--- src/hcbd_pkg.sv ---
package hcbd_pkg;

  // Line limit registers
  localparam int unsigned LIMIT_W = 17;
  localparam int unsigned LINE_CNT_W = 18;
  localparam logic [LIMIT_W-1:0] EXT_LINE_LIMIT_RST = 17'd8192;
  localparam logic [LIMIT_W-1:0] TRAILER_LINE_LIMIT_RST = 17'd65536;
  localparam logic [LINE_CNT_W-1:0] LINE_CNT_MAX = 18'h3FFFF;

  // Configuration register indexes
  localparam logic CFG_EXT_LINE_LIMIT = 1'b0;
  localparam logic CFG_TRAILER_LINE_LIMIT = 1'b1;

  // Byte classes
  localparam logic [2:0] CLS_SIZE_DIGIT = 3'd0;
  localparam logic [2:0] CLS_EXT = 3'd1;
  localparam logic [2:0] CLS_SIZE_CRLF = 3'd2;
  localparam logic [2:0] CLS_DATA = 3'd3;
  localparam logic [2:0] CLS_DATA_CRLF = 3'd4;
  localparam logic [2:0] CLS_TRAILER = 3'd5;
  localparam logic [2:0] CLS_FINAL_CRLF = 3'd6;
  localparam logic [2:0] CLS_NONE = 3'd7;

  // Error codes
  localparam logic [2:0] ERR_OK = 3'd0;
  localparam logic [2:0] ERR_BAD_SIZE_CHAR = 3'd1;
  localparam logic [2:0] ERR_SIZE_OVERFLOW = 3'd2;
  localparam logic [2:0] ERR_EXT_LINE = 3'd3;
  localparam logic [2:0] ERR_MISSING_CRLF = 3'd4;
  localparam logic [2:0] ERR_TRAILER_LINE = 3'd5;

  // Characters
  localparam logic [7:0] CHAR_CR = 8'h0D;
  localparam logic [7:0] CHAR_LF = 8'h0A;
  localparam logic [7:0] CHAR_SEMI = 8'h3B;

  typedef struct packed {
    logic [7:0] byte_in;
    logic       start_of_body;
  } in_item_t;

  typedef struct packed {
    logic       consumed;
    logic [2:0] byte_class;
    logic       body_done;
    logic [2:0] error_code;
  } out_item_t;

endpackage

--- src/http_chunked_body_deframer.sv ---
// A byte passes through the input register, then the result register.
// Throughput: one byte per cycle while the output is not stalled; the parser state
// updates as a byte moves from the input register into the result register.
// Reset (rst, synchronous): parser back to the size state, error and done clear,
// ext_line_limit = 8192, trailer_line_limit = 65536.
module http_chunked_body_deframer #(
  parameter int unsigned SIZE_BITS = 64
) (
  input  logic                             clk,
  input  logic                             rst,
  input  logic                             in_valid,
  output logic                             in_stall,
  input  hcbd_pkg::in_item_t               in_data,
  output logic                             out_valid,
  input  logic                             out_stall,
  output hcbd_pkg::out_item_t              out_data,
  input  logic                             cfg_we,
  input  logic                             cfg_index,
  input  logic [hcbd_pkg::LIMIT_W-1:0]     cfg_data
);

  typedef enum logic [3:0] {
    PH_SIZE     = 4'd0,
    PH_EXT      = 4'd1,
    PH_SIZE_LF  = 4'd2,
    PH_DATA     = 4'd3,
    PH_DATA_CR  = 4'd4,
    PH_DATA_LF  = 4'd5,
    PH_TR_START = 4'd6,
    PH_TR       = 4'd7,
    PH_TR_LF    = 4'd8,
    PH_FINAL_LF = 4'd9,
    PH_DONE     = 4'd10
  } phase_t;

  logic [hcbd_pkg::LIMIT_W-1:0]    ext_line_limit;
  logic [hcbd_pkg::LIMIT_W-1:0]    trailer_line_limit;

  phase_t                          phase, phase_next, cur_phase;
  logic [SIZE_BITS-1:0]            chunk_size_acc, chunk_size_acc_next, cur_acc;
  logic [SIZE_BITS-1:0]            data_left, data_left_next, cur_left;
  logic [hcbd_pkg::LINE_CNT_W-1:0] line_count, line_count_next, cur_count, count_inc;
  logic                            saw_digit, saw_digit_next, cur_saw;
  logic [2:0]                      error_held, error_held_next, cur_err;

  logic                            s1_valid;
  hcbd_pkg::in_item_t              s1_item;
  logic                            advance;
  logic                            in_take;

  logic                            take;
  logic [2:0]                      cls;
  logic [2:0]                      err;
  logic                            digit_ok;
  logic [3:0]                      digit_val;
  logic [7:0]                      b;

  // Handshake: the result register frees whenever it is empty or being taken
  assign advance  = !out_valid || !out_stall;
  assign in_stall = s1_valid && !advance;
  assign in_take  = in_valid && !in_stall;

  // Decode a hex digit
  always_comb begin
    b = s1_item.byte_in;
    digit_ok  = 1'b0;
    digit_val = 4'd0;
    if (b >= 8'h30 && b <= 8'h39) begin
      digit_ok  = 1'b1;
      digit_val = 4'(b - 8'h30);
    end else if (b >= 8'h61 && b <= 8'h66) begin
      digit_ok  = 1'b1;
      digit_val = 4'(b - 8'h57);
    end else if (b >= 8'h41 && b <= 8'h46) begin
      digit_ok  = 1'b1;
      digit_val = 4'(b - 8'h37);
    end
  end

  // Parser next state for the byte in the input register
  always_comb begin
    if (s1_item.start_of_body) begin
      cur_phase = PH_SIZE;
      cur_acc   = '0;
      cur_left  = '0;
      cur_count = '0;
      cur_saw   = 1'b0;
      cur_err   = hcbd_pkg::ERR_OK;
    end else begin
      cur_phase = phase;
      cur_acc   = chunk_size_acc;
      cur_left  = data_left;
      cur_count = line_count;
      cur_saw   = saw_digit;
      cur_err   = error_held;
    end

    count_inc = (cur_count == hcbd_pkg::LINE_CNT_MAX) ? cur_count : cur_count + 1'b1;

    phase_next          = cur_phase;
    chunk_size_acc_next = cur_acc;
    data_left_next      = cur_left;
    line_count_next     = cur_count;
    saw_digit_next      = cur_saw;
    take = 1'b0;
    cls  = hcbd_pkg::CLS_NONE;
    err  = hcbd_pkg::ERR_OK;

    if (cur_err == hcbd_pkg::ERR_OK) begin
      case (cur_phase)
        PH_SIZE: begin
          if (digit_ok) begin
            // Overflow when any of the top four bits is set before the shift
            if (cur_acc[SIZE_BITS-1 -: 4] != 4'd0) begin
              err = hcbd_pkg::ERR_SIZE_OVERFLOW;
            end else begin
              chunk_size_acc_next = {cur_acc[SIZE_BITS-5:0], digit_val};
              saw_digit_next      = 1'b1;
              line_count_next     = count_inc;
              take = 1'b1;
              cls  = hcbd_pkg::CLS_SIZE_DIGIT;
            end
          end else if (b == hcbd_pkg::CHAR_SEMI && cur_saw) begin
            phase_next      = PH_EXT;
            line_count_next = count_inc;
            take = 1'b1;
            cls  = hcbd_pkg::CLS_EXT;
          end else if (b == hcbd_pkg::CHAR_CR && cur_saw) begin
            phase_next = PH_SIZE_LF;
            take = 1'b1;
            cls  = hcbd_pkg::CLS_SIZE_CRLF;
          end else begin
            err = hcbd_pkg::ERR_BAD_SIZE_CHAR;
          end
        end
        PH_EXT: begin
          line_count_next = count_inc;
          if (count_inc > {1'b0, ext_line_limit} || b == hcbd_pkg::CHAR_LF) begin
            err = hcbd_pkg::ERR_EXT_LINE;
          end else begin
            take = 1'b1;
            if (b == hcbd_pkg::CHAR_CR) begin
              phase_next = PH_SIZE_LF;
              cls = hcbd_pkg::CLS_SIZE_CRLF;
            end else begin
              cls = hcbd_pkg::CLS_EXT;
            end
          end
        end
        PH_SIZE_LF: begin
          if (b != hcbd_pkg::CHAR_LF) begin
            err = hcbd_pkg::ERR_MISSING_CRLF;
          end else begin
            take = 1'b1;
            cls  = hcbd_pkg::CLS_SIZE_CRLF;
            if (cur_acc == '0) begin
              phase_next = PH_TR_START;
            end else begin
              data_left_next = cur_acc;
              phase_next     = PH_DATA;
            end
          end
        end
        PH_DATA: begin
          take = 1'b1;
          cls  = hcbd_pkg::CLS_DATA;
          if (cur_left != '0) begin
            data_left_next = cur_left - 1'b1;
          end
          if (data_left_next == '0) begin
            phase_next = PH_DATA_CR;
          end
        end
        PH_DATA_CR: begin
          if (b != hcbd_pkg::CHAR_CR) begin
            err = hcbd_pkg::ERR_MISSING_CRLF;
          end else begin
            take = 1'b1;
            cls  = hcbd_pkg::CLS_DATA_CRLF;
            phase_next = PH_DATA_LF;
          end
        end
        PH_DATA_LF: begin
          if (b != hcbd_pkg::CHAR_LF) begin
            err = hcbd_pkg::ERR_MISSING_CRLF;
          end else begin
            take = 1'b1;
            cls  = hcbd_pkg::CLS_DATA_CRLF;
            phase_next          = PH_SIZE;
            chunk_size_acc_next = '0;
            line_count_next     = '0;
            saw_digit_next      = 1'b0;
          end
        end
        PH_TR_START: begin
          line_count_next = '0;
          if (b == hcbd_pkg::CHAR_LF) begin
            err = hcbd_pkg::ERR_TRAILER_LINE;
          end else begin
            take = 1'b1;
            if (b == hcbd_pkg::CHAR_CR) begin
              phase_next = PH_FINAL_LF;
              cls = hcbd_pkg::CLS_FINAL_CRLF;
            end else begin
              phase_next = PH_TR;
              cls = hcbd_pkg::CLS_TRAILER;
            end
          end
        end
        PH_TR: begin
          line_count_next = count_inc;
          if (count_inc > {1'b0, trailer_line_limit} || b == hcbd_pkg::CHAR_LF) begin
            err = hcbd_pkg::ERR_TRAILER_LINE;
          end else begin
            take = 1'b1;
            cls  = hcbd_pkg::CLS_TRAILER;
            if (b == hcbd_pkg::CHAR_CR) begin
              phase_next = PH_TR_LF;
            end
          end
        end
        PH_TR_LF: begin
          if (b != hcbd_pkg::CHAR_LF) begin
            err = hcbd_pkg::ERR_MISSING_CRLF;
          end else begin
            take = 1'b1;
            cls  = hcbd_pkg::CLS_TRAILER;
            phase_next = PH_TR_START;
          end
        end
        PH_FINAL_LF: begin
          if (b != hcbd_pkg::CHAR_LF) begin
            err = hcbd_pkg::ERR_MISSING_CRLF;
          end else begin
            take = 1'b1;
            cls  = hcbd_pkg::CLS_FINAL_CRLF;
            phase_next = PH_DONE;
          end
        end
        default: begin
          // Done, or a code that cannot arise: nothing consumed
          take = 1'b0;
        end
      endcase
    end

    error_held_next = (err != hcbd_pkg::ERR_OK) ? err : cur_err;
  end

  // Configuration writes
  always_ff @(posedge clk) begin
    if (rst) begin
      ext_line_limit     <= hcbd_pkg::EXT_LINE_LIMIT_RST;
      trailer_line_limit <= hcbd_pkg::TRAILER_LINE_LIMIT_RST;
    end else if (cfg_we) begin
      case (cfg_index)
        hcbd_pkg::CFG_EXT_LINE_LIMIT:     ext_line_limit     <= cfg_data;
        hcbd_pkg::CFG_TRAILER_LINE_LIMIT: trailer_line_limit <= cfg_data;
        default: ;
      endcase
    end
  end

  // Input register: hold while the result register is blocked
  always_ff @(posedge clk) begin
    if (rst) begin
      s1_valid <= 1'b0;
    end else if (in_take) begin
      s1_valid <= 1'b1;
    end else if (advance) begin
      s1_valid <= 1'b0;
    end
    if (in_take) begin
      s1_item <= in_data;
    end
  end

  // Parser state and result register: advance on each transfer out of the input register
  always_ff @(posedge clk) begin
    if (rst) begin
      phase          <= PH_SIZE;
      chunk_size_acc <= '0;
      data_left      <= '0;
      line_count     <= '0;
      saw_digit      <= 1'b0;
      error_held     <= hcbd_pkg::ERR_OK;
      out_valid      <= 1'b0;
    end else if (advance) begin
      out_valid <= s1_valid;
      if (s1_valid) begin
        phase          <= phase_next;
        chunk_size_acc <= chunk_size_acc_next;
        data_left      <= data_left_next;
        line_count     <= line_count_next;
        saw_digit      <= saw_digit_next;
        error_held     <= error_held_next;
      end
    end
    if (advance && s1_valid) begin
      out_data.consumed   <= take;
      out_data.byte_class <= take ? cls : hcbd_pkg::CLS_NONE;
      out_data.body_done  <= (phase_next == PH_DONE);
      out_data.error_code <= error_held_next;
    end
  end

endmodule
--- config.mk ---
export PLATFORM = sky130hd
export DESIGN_NAME = http_chunked_body_deframer
export DESIGN_NICKNAME = d
export VERILOG_FILES = /design/src/hcbd_pkg.sv /design/src/http_chunked_body_deframer.sv
export SDC_FILE = /design/constraint.sdc
export NUM_CORES = 1
export LEC_CHECK = 0
export ABC_AREA = 1
export BUFFER_PORTS_ARGS = -buffer_cell sky130_fd_sc_hd__buf_2
export CAP_MARGIN = 40
export CORE_MARGIN = 2
export CORE_UTILIZATION = 35
export CTS_CLUSTER_SIZE = 8
export DETAILED_ROUTE_END_ITERATION = 8
export GPL_TIMING_DRIVEN = 0
export PLACE_DENSITY = 0.46
export SYNTH_ARGS = -nofsm -noshare
export SYNTH_HDL_FRONTEND = slang
export SYNTH_SLANG_ARGS = --single-unit
export TNS_END_PERCENT = 50
--- constraint.sdc ---
create_clock -name clk -period 4.84 [get_ports clk]
set_input_delay 0.242 -clock clk [delete_from_list [all_inputs] [get_ports clk]]
set_output_delay 0.242 -clock clk [all_outputs]
set_load 0.05 [all_outputs]
### Word level (Yosys, flattened, before mapping)

Index checks and enable logic that the tools add are counted.

| word-level totals | value |
|---|---|
| flip-flop bits (word level) | 207 |
| input bits | 32 |
| output and inout bits | 10 |

| operators by class | value |
|---|---|
| $add $sub $neg | 5 |
| order comparisons | 8 |
| eq/ne operators | 16 |
| mux-type cells | 94 |
| bitwise operators | 1 |
| reductions and logical operators | 29 |

Operators with widths:

| cell | number |
|---|---|
| 64-bit 2-to-1 mux | 12 |
| 64-bit one-hot mux with 2 select lines | 2 |
| 64-bit zero test | 2 |
| 18-bit 2-to-1 mux | 7 |
| 4-bit 2-to-1 mux | 20 |
| 18-bit one-hot mux with 4 select lines | 1 |
| 64-bit nonzero test | 1 |
| 64-bit by 1-bit subtractor with 64-bit output (second input constant) | 1 |
| 3-bit 2-to-1 mux | 15 |
| 4-bit one-hot mux with 10 select lines | 1 |
| 18-bit by 17-bit > comparator with 1-bit output | 2 |
| 3-bit one-hot mux with 10 select lines | 1 |
| 1-bit 2-to-1 mux | 23 |
| 18-bit by 1-bit adder with 18-bit output (second input constant) | 1 |
| 18-bit equality test (second input constant) | 1 |
| 2-bit 2-to-1 mux | 9 |
| 3-bit one-hot mux with 6 select lines | 1 |
| 4-bit by 3-bit equality test with 1-bit output (second input constant) | 4 |
| 8-bit by 4-bit equality test with 1-bit output (second input constant) | 2 |
| 8-bit by 7-bit greater-or-equal comparator with 1-bit output (second input constant) | 2 |
| 8-bit by 7-bit <= comparator with 1-bit output (second input constant) | 2 |
| 8-bit by 4-bit inequality test with 1-bit output (second input constant) | 2 |
| 4-bit equality test (second input constant) | 3 |
| 4-bit by 2-bit equality test with 1-bit output (second input constant) | 2 |
| 20 further kinds | 36 |

### Depth between registers and ports, before layout

| logic depth | value |
|---|---|
| word-level depth | 10 |
| mapped depth | 38 |
| mapped depth without buffers | 36 |

### Worst setup path before layout

No wires, ideal clock.

| path | value |
|---|---|
| path type | register to register |
| start point | register s1_item[0] (netlist bit) |
| end point | register out_data[3] (netlist bit) (data pin) |
| library setup time | 0.252 ns |
| data arrival time | 4.068 ns |
| path slack | 0.519 ns |
| stages on the path, launching flop included | 35 |
| buffers on the path | 3 |
| clock period less this slack | 4.321 ns |
| cells stage by stage | edfxtp_1 > buf_2 > buf_1 > buf_1 > nor2_1 > ha_1 > nand2_1 > nor2_1 > nand4_1 > nor2_1 > nand2_1 > nor2_1 > nor2_1 > nand2_1 > nor2_1 > xor2_1 > ha_1 > a21oi_1 > nor2_1 > a211oi_1 > nand2_1 > nand2_1 > nand2_1 > nand2_1 > nand2_1 > nand2_1 > nand2_1 > nand2_1 > nand2_1 > nand2_1 > nand3_1 > nand2_1 > nand2_1 > nand3_1 > nor2_1 |

| between the ends | value |
|---|---|
| word-level cells in the longest chain between the ends | 10 |
| elaborated cells between the ends (all ways) | 51 |
| classes of those cells | add/sub: 2; order compare: 2; eq/ne: 11; mux: 27; reduce/logical: 9 |

RTL lines:

| item | line | source |
|---|---|---|
| from (decl) | http_chunked_body_deframer.sv:47 | `hcbd_pkg::in_item_t s1_item;` |
| from (signal assigned) | http_chunked_body_deframer.sv:274 | `s1_item <= in_data;` |
| 64-bit 2-to-1 mux | http_chunked_body_deframer.sv:82 | `if (s1_item.start_of_body) begin` |
| 64-bit by 1-bit subtractor with 64-bit output / 64-bit nonzero test (equally long branches) | http_chunked_body_deframer.sv:168, http_chunked_body_deframer.sv:167 |  |
| 64-bit 2-to-1 mux | http_chunked_body_deframer.sv:167 | `if (cur_left != '0) begin` |
| 64-bit 2-to-1 mux | http_chunked_body_deframer.sv:110 | `case (cur_phase)` |
| 64-bit 2-to-1 mux | http_chunked_body_deframer.sv:109 | `if (cur_err == hcbd_pkg::ERR_OK) begin` |
| 64-bit zero test | http_chunked_body_deframer.sv:170 | `if (data_left_next == '0) begin` |
| 4-bit 2-to-1 mux | http_chunked_body_deframer.sv:170 |  |
| 4-bit one-hot mux with 10 select lines | http_chunked_body_deframer.sv:110 |  |
| 4-bit 2-to-1 mux * | http_chunked_body_deframer.sv:109 |  |
| 4-bit equality test * | http_chunked_body_deframer.sv:302 | `out_data.body_done <= (phase_next == PH_DONE);` |
| to (decl) | http_chunked_body_deframer.sv:16 | `output hcbd_pkg::out_item_t out_data,` |

Mark *: on every way between the ends. The rest lies on a longest branch, timed or not. The select of a mux whose other input is x is not followed.
A chain may end at the register's enable or synchronous reset.

### Worst setup path after layout

Same ends and word-level chain as after synthesis.

==> key figures <==
Clocking
  – CTS Root Buffer Type: sky130_fd_sc_hd__clkbuf_16
  – Count of clock tree sinks: 207
  – CTS H-tree lvls: 1
  – CTS tree: done
  – Worst-Skew Late Latency: 600 ps
  – Bufs on Longest Clock Path: 3
  – Clock Pin Slew Worst Setup and Hold Paths: approximately 50 ps
  – Number of buffers inserted during clock tree synthesis: 31

Power
  – Register share of total power: 33.1%
  – Sw power: about 2200 uW
  – Clk pwr share: 35.9%
  – Relative contribution of combinational cells to total power: ~31%
  – Total power per unit cell area: 298 nW/um2
  – Worst ir drop on vdd: 323 uV
  – Fraction of power spent switching nets: 39.2%
  – P_leak: between 0.008 and 0.009 uW
  – Cell-internal power: 3480 uW

Synthesis
  – Post-Synthesis Mean Instance Area: 5.83 um2
  – FF+latch count, synth: 207
  – Share of the yosys chip area belonging to registers: between 20% and 30%
  – Post-synth top area share: a little under a quarter
  – Dominant cell by count in the synthesized netlist: sky130_fd_sc_hd__nand2_1
  – Library cell with the largest summed area after synthesis: sky130_fd_sc_hd__dfxtp_1
  – Post-synthesis async set-or-reset flop share: 0%
  – Area contributors post-synth: sky130_fd_sc_hd__dfxtp_1 (23%), sky130_fd_sc_hd__nand2_1 (17%), sky130_fd_sc_hd__o21ai_0 (11%)
  – Dominant synthesized flop cell: sky130_fd_sc_hd__dfxtp_1
  – Combined area of all synthesized cells: about 16000 um2
  – Post-Synthesis Net Count: 2881
  – Number of unique standard cell types used by synthesis: 45
  – Syn Inst Count: 2809
  – Number of flops mapped to enable cells by yosys: 17
  – Number of warnings issued by yosys: 0
  – Most used standard cells in the synthesized netlist: sky130_fd_sc_hd__nand2_1 (761), sky130_fd_sc_hd__o21ai_0 (344), sky130_fd_sc_hd__nor2_1 (312), sky130_fd_sc_hd__a21oi_1 (303), sky130_fd_sc_hd__inv_1 (275)

Die
  – Die Span X: 220 um
  – Total die area: a little under 50000 um2
  – Die height: ~220 um
  – Top-Level Pins: 42
  – Std-Cell Rows: 79
  – Area of the core: 46400 um2
  – Initial core utilization: 35.3%

Worst setup path
  – Arrival time at the worst endpoint: 5020 ps
  – Critical path launch point type: flip-flop
  – Data required time of the worst path: 5200 ps
  – Highest net fanout along the worst path: 10
  – Critical path type: reg2reg
  – Longest individual stage delay on the worst path: 460 ps
  – Critical path launch point: s1_item[0]$_DFFE_PP_
  – R2R Path Start: s1_item[0]$_DFFE_PP_
  – Endpoint type of the worst setup path: flip-flop
  – CP max-delay cell: sky130_fd_sc_hd__edfxtp_1
  – Cell chain of the critical path: buf_8 > inv_8 > buf_8 > nand2_2 > ha_1 > nand2_1 > nor2_4 > nand2_2 > nor2_2 > nand2_2 > buf_2 > o21ai_1 > nand2_1 > nor2_1 > nand2_1 > nor2_1 > nand3_1 > nand2_1 > nand2_1 > nand2_2 > nand2_2 > nand3_1 > nor2_1

Global routing
  – Final global-route overflow total: 0
  – Pin count of the biggest net entering global routing: 20
  – Global-route wire length before repair: between 100000 and 150000 um
  – Total Routing Usage GR: around a third
  – Initial antenna violation count: 0
  – Vias in the first global route: between 15000 and 20000

Drt
  – Starting DRT DRC Count: around 2000
  – Via count: between 20000 and 25000
  – Routed Wire Length: 82700 um
  – First-pass iteration count of the detailed router: 6
  – Residual DRC count: 0
  – DRT antenna net count: 0
  – Detailed-route vias per instance: between 5 and 6
  – Average wire per cell in the routed design: between 20 and 25 um

Cells and area
  – Number of nets in the finished design: approximately 3000
  – Fraction of final layout cells sized beyond drive strength 1: 8.70%
  – Final non-filler cell total: 3561
  – Synth-to-Final Area Change: 17.1%
  – Post-Route Utilization: 41.4%
  – Fillers: 5100

Placement
  – GP Congestion: approximately 1.1
  – Number of I/O port buffers: 41
  – Cells after DPL: ~3500
  – HPWL after DPL: 64800 um

Timing
  – Worst hold slack: 117 ps
  – Timing-limited maximum frequency: 0.214 GHz
  – Final TNS setup: 0 ps
  – Fraction of the cycle the final worst path needs: 96.3%
  – Final setup viols: 0
  – Max-slew violation count: 0
  – Largest clock skew in the final design: 34.2 ps
  – Tightest slew margin relative to the limit: 29.0%
  – Time the worst path needs with I/O delays and setup: 4660 ps
  – Hold violation total from the final report: 0
  – Tightest Pin Transition: 1060 ps

Flow run
  – MaxCap Viol Count: 0

Worst hold path
  – Hold wc startpoint: cfg_index
  – Class of the tightest hold or removal check: in2reg

Outcome
  – Run status: finished, final reports clean
-- power groups by stage --
stage	clock network, uW	registers (uW)	logic, uW
5_1_grt	2160	1900	1910
3_5_place_dp	0	1930	1670
2_1_floorplan	0	1920	1020
6_report	2050	1890	1780
3_3_place_gp	0	1930	1670
4_1_cts	2100	1890	1710
-- cell type report --
class | count | area (um2) | share of cell area, %
antenna | 1 | 2.50 | 0.0130
tap | 607 | 759 | 3.96
inverter | 289 | 1090 | 5.69
timing repair buffer | 101 | 764 | 3.99
clock buffer | 43 | 861 | 4.49
multi-input combinational | 2158 | 10700 | 55.6
clock inverter | 2 | 13.8 | 0.0717
sequential | 207 | 4310 | 22.5
buffer | 153 | 718 | 3.74
-- logic make-up (layout without fill, tap and decap cells) --
logic type / after synthesis / in the layout / share of synthesized area, %
XOR/XNOR: 20 / 20 / 1.07
AND/OR/NAND/NOR: 1256 / 1256 / 30.8
AO/OA/AOI/OAI: 842 / 842 / 28.0
adder cells (fa/ha/maj): 40 / 40 / 3.05
buffers and inverters: 444 / 588 / 10.8
flip-flops: 207 / 207 / 26.3
other: 0 / 1 / 0
-- timing repair --
| item | in CTS | in global routing |
|---|---|---|
| resized for setup | 51 | 66 |
| hold buffers | 30 | 0 |
| endpoints found under the setup margin | 46 | 15 |
| setup buffers | 12 | 12 |
| endpoints found under the hold margin | 45 | 0 |
| pin swaps | 13 | 37 |
-- state kept, by name (all words and copies together), names as in the netlist, 3 cells and up --
| register | flops |
|---|---|
| chunk_size_acc | 64 |
| data_left | 64 |
| line_count | 18 |
| ext_line_limit | 17 |
| trailer_line_limit | 17 |
| b | 8 |
| out_data | 8 |
| phase | 4 |
| error_held | 3 |
-- per-stage QoR --
stage | setup WS, ps | cell area [um2] | total power, uW
after floorplan | 519 | 16400 | 2930
after global placement | -1720 | 17400 | 3600
after detailed placement | -1770 | 17400 | 3600
after CTS | 4.23 | 18900 | 5710
after global routing | -23.7 | 19200 | 5980
final | 177 | 19200 | 5720
-- cells in the final DEF (no fill, tap or decap), types with 31 or more instances in the layout --
cell type                     n
sky130_fd_sc_hd__nor2_1     295
sky130_fd_sc_hd__o21ai_1     54
sky130_fd_sc_hd__buf_2       66
sky130_fd_sc_hd__nand2_1    741
sky130_fd_sc_hd__dfxtp_1    190
sky130_fd_sc_hd__clkbuf_16   31
sky130_fd_sc_hd__clkbuf_1   113
sky130_fd_sc_hd__inv_1      271
sky130_fd_sc_hd__nand3_1    102
sky130_fd_sc_hd__ha_1        38
sky130_fd_sc_hd__a21oi_1    297
sky130_fd_sc_hd__o21ai_0    337
sky130_fd_sc_hd__o211ai_1    58
-- routing by layer --
layer  GRT usage, %  vias up  part of all wire [%]
met4           20.4        0                   6.7
met2           56.2      769                    46
met5              0        -                     0
li1               -     9630                     -
met3           4.05      214                   5.8
met1           41.0     9405                    41
-- worst max-delay path: cells and delay by family, from the launching register on --
| family | cells | cell delay (ps) |
|---|---|---|
| AND/OR/NAND/NOR | 17 | 2740 |
| AO/OA/AOI/OAI | 1 | 150 |
| buffers and inverters | 4 | 730 |
| adder cells (fa/ha/maj) | 1 | 300 |
| flip-flops | 1 | 460 |
-- final timing paths --
path / to / slack (ps) / depth (start not counted)
max reg2reg: out_data[3]$_DFFE_PP_ / 180 / 23
min reg2reg: trailer_line_limit[3]$_SDFFE_PP0P_ / 460 / 2
min: ext_line_limit[0]$_SDFFE_PP0P_ / 120 / 4
max: out_data[3]$_DFFE_PP_ / 180 / 23
Power figures use the tool's default switching activity.
